**src/hw/rtl/fixed_slot_pool_allocator_assert.svh**
```systemverilog
// ----------------------------------------------------------------------------
// Assertion macros for the fixed slot pool allocator
// Shared concurrent assertion forms, clocked on clk_i, quiet during reset.
// ----------------------------------------------------------------------------
`ifndef FIXED_SLOT_POOL_ALLOCATOR_ASSERT_SVH
`define FIXED_SLOT_POOL_ALLOCATOR_ASSERT_SVH

// Check a condition at every clock edge outside reset
`define FSPA_ASSERT(lbl, cond, msg) \
  lbl: assert property (@(posedge clk_i) disable iff (!rst_ni) (cond)) else $error(msg);

// Check a consequence in the cycle after its trigger
`define FSPA_ASSERT_NEXT(lbl, ante, cons, msg) \
  lbl: assert property (@(posedge clk_i) disable iff (!rst_ni) (ante) |=> (cons)) \
    else $error(msg);

`endif

```
**src/hw/rtl/fspa_pkg.sv**
```systemverilog
// ----------------------------------------------------------------------------
// fspa_pkg
// Types, sizes and codes shared by the fixed slot pool allocator.
// ----------------------------------------------------------------------------
`default_nettype none

package fspa_pkg;

  // Pool geometry
  localparam int MAX_SLOTS  = 256;
  localparam int SLOT_IDX_W = $clog2(MAX_SLOTS);
  localparam int COUNT_W    = SLOT_IDX_W + 1;

  // Field widths
  localparam int ADDR_W     = 32;
  localparam int SIZE_W     = 17;
  localparam int SCOUNT_W   = 9;
  localparam int STATUS_W   = 2;
  localparam int CFG_IDX_W  = 2;
  localparam int CFG_DATA_W = 32;

  // Release search: slots compared per cycle
  localparam int LANES      = 16;
  localparam int LANE_W     = $clog2(LANES);
  localparam int CHUNKS     = MAX_SLOTS / LANES;
  localparam int CHUNK_W    = SLOT_IDX_W - LANE_W;
  localparam int LANE_OFF_W = SIZE_W + LANE_W + 1;

  // Command queue between front and back
  localparam int QUEUE_DEPTH = 2;
  localparam int QPTR_W      = $clog2(QUEUE_DEPTH);
  localparam int QCNT_W      = $clog2(QUEUE_DEPTH + 1);

  // Register indexes
  localparam logic [CFG_IDX_W-1:0] REG_BASE_ADDRESS = 2'd0;
  localparam logic [CFG_IDX_W-1:0] REG_SLOT_SIZE    = 2'd1;
  localparam logic [CFG_IDX_W-1:0] REG_SLOT_COUNT   = 2'd2;

  // Register reset values
  localparam logic [ADDR_W-1:0]   RST_BASE_ADDRESS = '0;
  localparam logic [SIZE_W-1:0]   RST_SLOT_SIZE    = 17'd64;
  localparam logic [SCOUNT_W-1:0] RST_SLOT_COUNT   = 9'd256;

  // Operation codes
  localparam logic OP_ALLOC   = 1'b0;
  localparam logic OP_RELEASE = 1'b1;

  // Status codes
  localparam logic [STATUS_W-1:0] ST_DONE       = 2'd0;
  localparam logic [STATUS_W-1:0] ST_EMPTY      = 2'd1;
  localparam logic [STATUS_W-1:0] ST_NOT_IN_USE = 2'd2;

  // Command classes produced by the front end
  typedef enum logic [1:0] {
    KIND_ALLOC,
    KIND_REL_NULL,
    KIND_REL_SEARCH
  } cmd_kind_e;

  typedef struct packed {
    cmd_kind_e         kind;
    logic [ADDR_W-1:0] addr;
  } cmd_t;

  // Number of slots the pool holds for a given slot count register
  function automatic logic [COUNT_W-1:0] pool_slots(input logic [SCOUNT_W-1:0] cnt);
    logic [COUNT_W-1:0] lim;
    lim = COUNT_W'(MAX_SLOTS);
    if (COUNT_W'(cnt) > lim) begin
      return lim;
    end
    return COUNT_W'(cnt);
  endfunction

endpackage

`default_nettype wire

```
**src/hw/rtl/fspa_if.sv**
```systemverilog
// ----------------------------------------------------------------------------
// fspa_if
// Request and response channels of the fixed slot pool allocator.
// ----------------------------------------------------------------------------
`default_nettype none

interface fspa_req_if;
  logic                       valid;
  logic                       ready;
  logic                       operation;
  logic [fspa_pkg::ADDR_W-1:0] release_address;

  modport source (output valid, output operation, output release_address, input ready);
  modport sink   (input valid, input operation, input release_address, output ready);
endinterface


`default_nettype wire

```
**src/hw/rtl/fspa_front.sv**
```systemverilog
// ----------------------------------------------------------------------------
// fspa_front
// Accepts request transactions, classifies them and queues the commands.
// ----------------------------------------------------------------------------
`default_nettype none

module fspa_front (
  input  wire logic           clk_i,
  input  wire logic           rst_ni,
  fspa_req_if.sink            req_i,
  output fspa_pkg::cmd_t      cmd_o,
  output logic                cmd_valid_o,
  input  wire logic           cmd_pop_i
);
  import fspa_pkg::*;

  cmd_t              queue_q [QUEUE_DEPTH];
  logic [QPTR_W-1:0] wr_ptr_q, rd_ptr_q;
  logic [QCNT_W-1:0] count_q;
  logic              push, pop;
  cmd_t              cmd_new;

  // Classify the incoming request
  always_comb begin
    cmd_new.addr = req_i.release_address;
    if (req_i.operation == OP_ALLOC) begin
      cmd_new.kind = KIND_ALLOC;
    end else if (req_i.release_address == '0) begin
      cmd_new.kind = KIND_REL_NULL;
    end else begin
      cmd_new.kind = KIND_REL_SEARCH;
    end
  end

  assign req_i.ready  = (count_q != QCNT_W'(QUEUE_DEPTH));
  assign push         = req_i.valid && req_i.ready;
  assign cmd_valid_o  = (count_q != '0);
  assign pop          = cmd_pop_i && cmd_valid_o;
  assign cmd_o        = queue_q[rd_ptr_q];

  // Store queued commands
  always_ff @(posedge clk_i) begin
    if (push) begin
      queue_q[wr_ptr_q] <= cmd_new;
    end
  end

  // Advance pointers and occupancy
  always_ff @(posedge clk_i or negedge rst_ni) begin
    if (!rst_ni) begin
      wr_ptr_q <= '0;
      rd_ptr_q <= '0;
      count_q  <= '0;
    end else begin
      if (push) begin
        wr_ptr_q <= (wr_ptr_q == QPTR_W'(QUEUE_DEPTH - 1)) ? '0 : wr_ptr_q + 1'b1;
      end
      if (pop) begin
        rd_ptr_q <= (rd_ptr_q == QPTR_W'(QUEUE_DEPTH - 1)) ? '0 : rd_ptr_q + 1'b1;
      end
      if (push && !pop) begin
        count_q <= count_q + 1'b1;
      end else if (pop && !push) begin
        count_q <= count_q - 1'b1;
      end
    end
  end

endmodule

`default_nettype wire

```
**src/flat_wrapper.sv**
```systemverilog
// flat-port wrapper written by rule: the top's interface ports become plain ports
module fspa_front_flat import fspa_pkg::*;
  (clk_i, rst_ni, cmd_o, cmd_valid_o, cmd_pop_i, req_i_valid, req_i_operation, req_i_release_address, req_i_ready);
  fspa_req_if req_i_i ();
  input  wire logic clk_i;
  input  wire logic rst_ni;
  output fspa_pkg::cmd_t cmd_o;
  output logic cmd_valid_o;
  input  wire logic cmd_pop_i;
  input wire logic [$bits(req_i_i.valid)-1:0] req_i_valid;
  input wire logic [$bits(req_i_i.operation)-1:0] req_i_operation;
  input wire logic [$bits(req_i_i.release_address)-1:0] req_i_release_address;
  output wire logic [$bits(req_i_i.ready)-1:0] req_i_ready;
  assign req_i_i.valid = req_i_valid;
  assign req_i_i.operation = req_i_operation;
  assign req_i_i.release_address = req_i_release_address;
  assign req_i_ready = req_i_i.ready;
  fspa_front u_core (.clk_i(clk_i), .rst_ni(rst_ni), .req_i(req_i_i), .cmd_o(cmd_o), .cmd_valid_o(cmd_valid_o), .cmd_pop_i(cmd_pop_i));
endmodule
```
**config.mk**
```make
export PLATFORM = sky130hd
export DESIGN_NAME = fspa_front_flat
export DESIGN_NICKNAME = d
export VERILOG_FILES = /design/src/hw/rtl/fixed_slot_pool_allocator_assert.svh /design/src/hw/rtl/fspa_pkg.sv /design/src/hw/rtl/fspa_if.sv /design/src/hw/rtl/fspa_front.sv /design/src/flat_wrapper.sv
export SDC_FILE = /design/constraint.sdc
export NUM_CORES = 1
export LEC_CHECK = 0
export ABC_AREA = 1
export CORE_AREA = 3 3 78 135
export CTS_CLUSTER_SIZE = 14
export DETAILED_ROUTE_END_ITERATION = 16
export DIE_AREA = 0 0 81 138
export DONT_BUFFER_PORTS = 1
export SYNTH_ARGS = -nofsm -noshare
export SYNTH_HDL_FRONTEND = slang
export SYNTH_SLANG_ARGS = --single-unit
```
**constraint.sdc**
```tcl
create_clock -name clk_i -period 4.6 [get_ports clk_i]
set_input_delay 0.46 -clock clk_i [delete_from_list [all_inputs] [get_ports clk_i]]
set_output_delay 0.46 -clock clk_i [all_outputs]
set_load 0.005 [all_outputs]
```
==> results.json, run 1 <==
{
  "combPwrFrac_pct": 20.7,
  "cts_resized": 0,
  "cp_common_cell": "nand2_1",
  "synth_edf_count": 68,
  "setup_ws_ps": 2520,
  "firstDrtPassIters": 6,
  "p_seq_share_pct": 44.2,
  "criticalPathCategory": "flop to output pin",
  "grt_util_met2_pct": 17.7,
  "power_density_mw_per_mm2": 665,
  "grt_max_degree": 36,
  "endpoint_kind": "output pin",
  "core-area_sq_mm": 0.00953,
  "area_delta_synth_final_pct": 16.1,
  "synthTopCellsByArea": "edfxtp_1 72%, nand2_1 15%, dfrtp_1 3.5%",
  "netlist.area_leader.share_pct": 72.2,
  "cts_setup_buffers": 0,
  "cp-startpoint": "u_core.rd_ptr_q",
  "intPower_mw": 1.54,
  "slew_headroom_pct": 32.2,
  "ios": 73,
  "slowest_stage": "dfrtp_1",
  "dp_cells": 350,
  "antenna_found_initial": 0,
  "dieArea_sq_mm": 0.0112,
  "synth_flop_cell": "edfxtp_1",
  "max_freq_ghz": 0.481,
  "cts-htree-levels": 3,
  "yosysMostFrequentCell": "nand2_1",
  "cts_tree": "done",
  "final_cell_count_no_fill": 366,
  "power.net_switching_mw": 0.648,
  "ys_types": 18,
  "finalSetupViolations": 0,
  "whs_ps": 221,
  "dpl-instance-area_sq_mm": 0.00294,
  "ys_seq_area_share_pct": 75.7,
  "cts-root-buf": "clkbuf_16",
  "fp.dieH_um": 138,
  "drive_gt1_share_pct": 9.84,
  "die_w_um": 81,
  "finClkSkew_ps": 4.18,
  "row_count": 47,
  "required_ps": 4140,
  "cts.clk_slew.worst_paths_ps": 50,
  "fillCellCount": 975,
  "globalRouteOverflowTotal": 0,
  "cp_max_fo": 20,
  "grt_pass1_vias": 1533,
  "clkSinkCount": 72,
  "arrival_ps": 1620,
  "cp-start-kind": "flop",
  "leakage_nw": 1.26,
  "wl_um": 5490,
  "drt_iter0_drc": 65,
  "synthesis.instances": 234,
  "vdd_ir_drop_max_mv": 0.262,
  "outcome": "finished clean",
  "grt_pass1_wl_um": 8360,
  "vias_per_cell": 4.24,
  "dpl.hpwl_um": 3750,
  "globalplace.congestion": 0.687,
  "final_hold_viol_count": 0,
  "grtUsageMet1_pct": 10.1,
  "tns_ps": 0,
  "crit_end": "cmd_o[17]",
  "insertion_delay_ps": 330,
  "maxCapViolCount": 0,
  "r2r_start": "u_core.count_q[0]",
  "p_clk_share_pct": 35.2,
  "pre_cts_slack_ps": 2750,
  "cpPeakStageDelay_ps": 740,
  "n_antenna_cell": 0,
  "worstPathCellList": "buf_4 > nand2_1 > nand2_1",
  "async_flop_share_pct": 5.56,
  "min_path_type": "input port to flop",
  "clock_path_buffers": 2,
  "yosys_warnings": 0,
  "num_vias": 1551,
  "rsz0062_at_grt": "no",
  "final_util_pct": 34.5,
  "reg2reg_slack_ps": 2790,
  "ys_ff_latch": 72,
  "design_area_sq_mm": 0.00328,
  "cts_buffers": 9,
  "drc_errors": 0,
  "slew_violations": 0,
  "nets": 278,
  "ff2ff_path_depth": 4,
  "grt.busiest_layer": "met2",
  "min_period_ps": 2080,
  "worstReg2RegEnd": "u_core.queue_q[0][33]",
  "syn_area_sq_mm": 0.00283,
  "worst_pin_slew_ps": 1010,
  "antenna_left": 0,
  "grt_use_total_pct": 10.6,
  "avgSynthCellArea_sq_um": 12.1,
  "synth_commonest_cells": "114 x nand2_1, 68 x edfxtp_1, 25 x nor2_1, 4 x buf_6, 4 x dfrtp_1",
  "start_util_pct": 29.7,
  "synth_nets": 272,
  "power.total_mw": 2.18,
  "io_buffers": 0,
  "power_switching_share_pct": 29.7,
  "wl_per_cell_um": 15.0,
  "fin_crit_sh_pct": 45.2,
  "synth_top_cell_by_area": "edfxtp_1",
  "met3_usage_pct": 4.17
}
how the worst min path moves through the flow:
stage                         startpoint  slack [ps]                    end  cells after the start
3_5_place_dp                      rst_ni         160      u_core.count_q[1]                      0
2_1_floorplan                     rst_ni         160      u_core.count_q[0]                      0
6_report       req_i_release_address[24]         220  u_core.queue_q[1][24]                      0
3_3_place_gp                      rst_ni         160      u_core.count_q[1]                      0
4_1_cts         req_i_release_address[2]         200   u_core.queue_q[0][2]                      0
5_1_grt        req_i_release_address[31]         210  u_core.queue_q[1][31]                      0
sequential cells by signal, indices dropped and copies added (netlist names):
signal and cells:
u_core.count_q 2, u_core.queue_q 68, u_core.rd_ptr_q 1, u_core.wr_ptr_q 1
worst max-delay path, delay by kind of cell (launching register included):
family / cells / cell delay [ps]
buffers and inverters: 1 / 350
DFF: 1 / 740
and+or+nand+nor: 2 / 180
power by group through the flow:
stage               clock, mW  combinational, mW  sequential, mW
CTS                     0.790              0.479           0.967
floorplan                   0              0.403           0.946
finish                  0.769              0.451           0.965
global placement            0              0.464           0.974
detailed placement          0              0.477           0.980
global route            0.811              0.523           0.980
cell type report:
cell class	count	area (sq um)	share of cell area, %
flip-flops and latches	72	2140	65.2
multi-input cells	149	612	18.6
clock buffers	9	225	6.86
well taps	122	153	4.65
clock inverters	6	109	3.32
inverters	6	25.0	0.762
repair buffers	2	17.5	0.534
timing repair:
action                                 in CTS  in global routing
setup endpoints to repair                   0                  0
endpoints found under the hold margin       4                  0
hold buffers                                1                  0
logic make-up after synthesis:
logic type,count (synthesis),synth area share (%)
flip-flops,72,75.7
AO/OA/AOI/OAI,2,0.353
XOR/XNOR,3,0.929
AND/OR/NAND/NOR,143,19.5
adder cells (fa/ha/maj),1,0.442
buffers and inverters,13,3.10
cells in the final DEF (no fill, tap or decap), drive strengths merged:
cell           n
bufinv         3
buf            1
clkbuf         9
a21oi          1
clkinv         3
nand2        116
nor2          26
inv            6
edfxtp        68
dlygate4sd3    1
ha             1
xor2           2
dfrtp          4
o21ai          1
xnor2          1
nor3           1
per-layer routing:
metal	vias up	share of wire (%)
li1	785	-
met1	703	35
met2	54	53
met3	9	8.5
met4	0	3.3
met5	-	0
No activity file was read; power rests on OpenSTA's default activity.
==> run 2, diff against run 1 <==
==> constraint.sdc (replaced) <==
create_clock -name clk_i -period 1.8 [get_ports clk_i]
set_input_delay 0.18 -clock clk_i [delete_from_list [all_inputs] [get_ports clk_i]]
set_output_delay 0.18 -clock clk_i [all_outputs]
set_load 0.005 [all_outputs]
==> results.json, run 2 (synthesis results as in run 1) <==
{
  "cts.clk_slew.worst_paths_ps": 50,
  "setup_ws_ps": 285,
  "critical_path.top_delay_family": "flip-flops",
  "area_delta_synth_final_pct": 26.0,
  "firstDrtPassIters": 4,
  "drt_iter0_drc": 69,
  "grt_max_degree": 36,
  "die_w_um": 81,
  "max_freq_ghz": 0.660,
  "worstPathCellList": "inv_2 > nand2_2 > nand2_2 > inv_2 > ha_1 > a21oi_1 > o21ai_1 > xor2_1",
  "design_area_sq_mm": 0.00356,
  "largest_reg_flops": 68,
  "globalRouteOverflowTotal": 0,
  "cp_max_fo": 4,
  "criticalPathCategory": "flop to flop",
  "worst_pin_slew_ps": 400,
  "final_hold_viol_count": 0,
  "min_path_type": "input port to flop",
  "slowest_stage": "dfrtp_1",
  "final_cell_count_no_fill": 404,
  "globalplace.congestion": 0.670,
  "fin_crit_sh_pct": 84.2,
  "grt_use_total_pct": 11.8,
  "mostFrequentLayoutCell": "nand2_1",
  "outcome": "finished clean",
  "dieArea_sq_mm": 0.0112,
  "endpoint_kind": "flop",
  "drc_errors": 0,
  "antenna_found_initial": 0,
  "nets": 315,
  "finClkSkew_ps": 2.64,
  "vias_per_cell": 4.27,
  "start_util_pct": 29.7,
  "grt_pass1_wl_um": 9440,
  "insertion_delay_ps": 330,
  "num_vias": 1726,
  "core-area_sq_mm": 0.00953,
  "ios": 73,
  "dpl.hpwl_um": 3870,
  "min_period_ps": 1520,
  "dp_cells": 355,
  "maxCapViolCount": 0,
  "cts_tree": "done",
  "reg_top3": "u_core.queue_q (68), u_core.count_q (2)",
  "pre_cts_slack_ps": 286,
  "leakage_nw": 1.39,
  "antenna_left": 0,
  "cts_hold_buffers": 33,
  "cpPeakStageDelay_ps": 400,
  "cts_buffers": 9,
  "cts-root-buf": "clkbuf_16",
  "row_count": 47,
  "regMostFlops": "u_core.queue_q",
  "clkSinkCount": 72,
  "power.total_mw": 5.28,
  "io_buffers": 0,
  "fp.dieH_um": 138,
  "wl_per_cell_um": 15.0,
  "dpl-instance-area_sq_mm": 0.00298,
  "cts-htree-levels": 3,
  "final_util_pct": 37.4,
  "required_ps": 2010,
  "finalSetupViolations": 0,
  "slew_violations": 0,
  "layout_common_cells": "114 x nand2_1, 68 x edfxtp_1, 33 x dlygate4sd3_1",
  "slew_headroom_pct": 73.4,
  "path_buf_inv": 2,
  "power_density_mw_per_mm2": 1480,
  "clock_path_buffers": 2,
  "drive_gt1_share_pct": 9.57,
  "wl_um": 6070,
  "cts_setup_buffers": 0,
  "n_antenna_cell": 0,
  "rsz0062_at_grt": "no",
  "vdd_ir_drop_max_mv": 0.813,
  "whs_ps": 47.3,
  "cp-start-kind": "flop",
  "grt_pass1_vias": 1849,
  "tns_ps": 0,
  "arrival_ps": 1720,
  "cts_resized": 0
}
-- run 2: changes by cell type in the layout (fill, tap and decap cells not counted), moves of 2 or more --
cell	change
clkinv_2	+2
clkbuf_1	+2
dlygate4sd3_1	+32
buf_4	+5
bufinv_16	-3
-- run 2: final cells by class --
cell class	count	area (sq um)
fill	950	5960
sequential	72	2140
multi-input combinational	149	612
timing repair buffer	39	375
clock buffer	11	233
tap	122	153
inverter	6	25.0
clock inverter	5	23.8
-- run 2: worst paths after layout --
kind / depth (start not counted) / slack [ps] / end / from
worst max-delay path: 8 / 280 / u_core.count_q[1] / u_core.count_q[0]
worst min-delay path: 2 / 50 / u_core.rd_ptr_q / cmd_pop_i
worst max register to register: 8 / 280 / u_core.count_q[1] / u_core.count_q[0]
worst min register to register: 1 / 500 / u_core.count_q[0] / u_core.count_q[0]
max in group asynchronous: 1 / 1500 / u_core.rd_ptr_q / rst_ni
min in group asynchronous: 1 / 130 / u_core.count_q[1] / rst_ni
-- run 2: per-layer routing --
| layer | global-route usage (%) | share of wire [%] | up-vias |
|---|---|---|---|
| met5 | 0 | 0 | - |
| met4 | 6.14 | 2.3 | 0 |
| met3 | 3.97 | 6.4 | 13 |
| met2 | 20.3 | 55 | 60 |
| met1 | 12.2 | 36 | 799 |
| li1 | - | - | 854 |
-- run 2: power breakdown --
| group | switching [mW] | internal [mW] | total, mW |
|---|---|---|---|
| Sequential | 0.117 | 2.29 | 2.41 |
| Clock | 0.595 | 0.916 | 1.51 |
| Combinational | 0.979 | 0.383 | 1.36 |
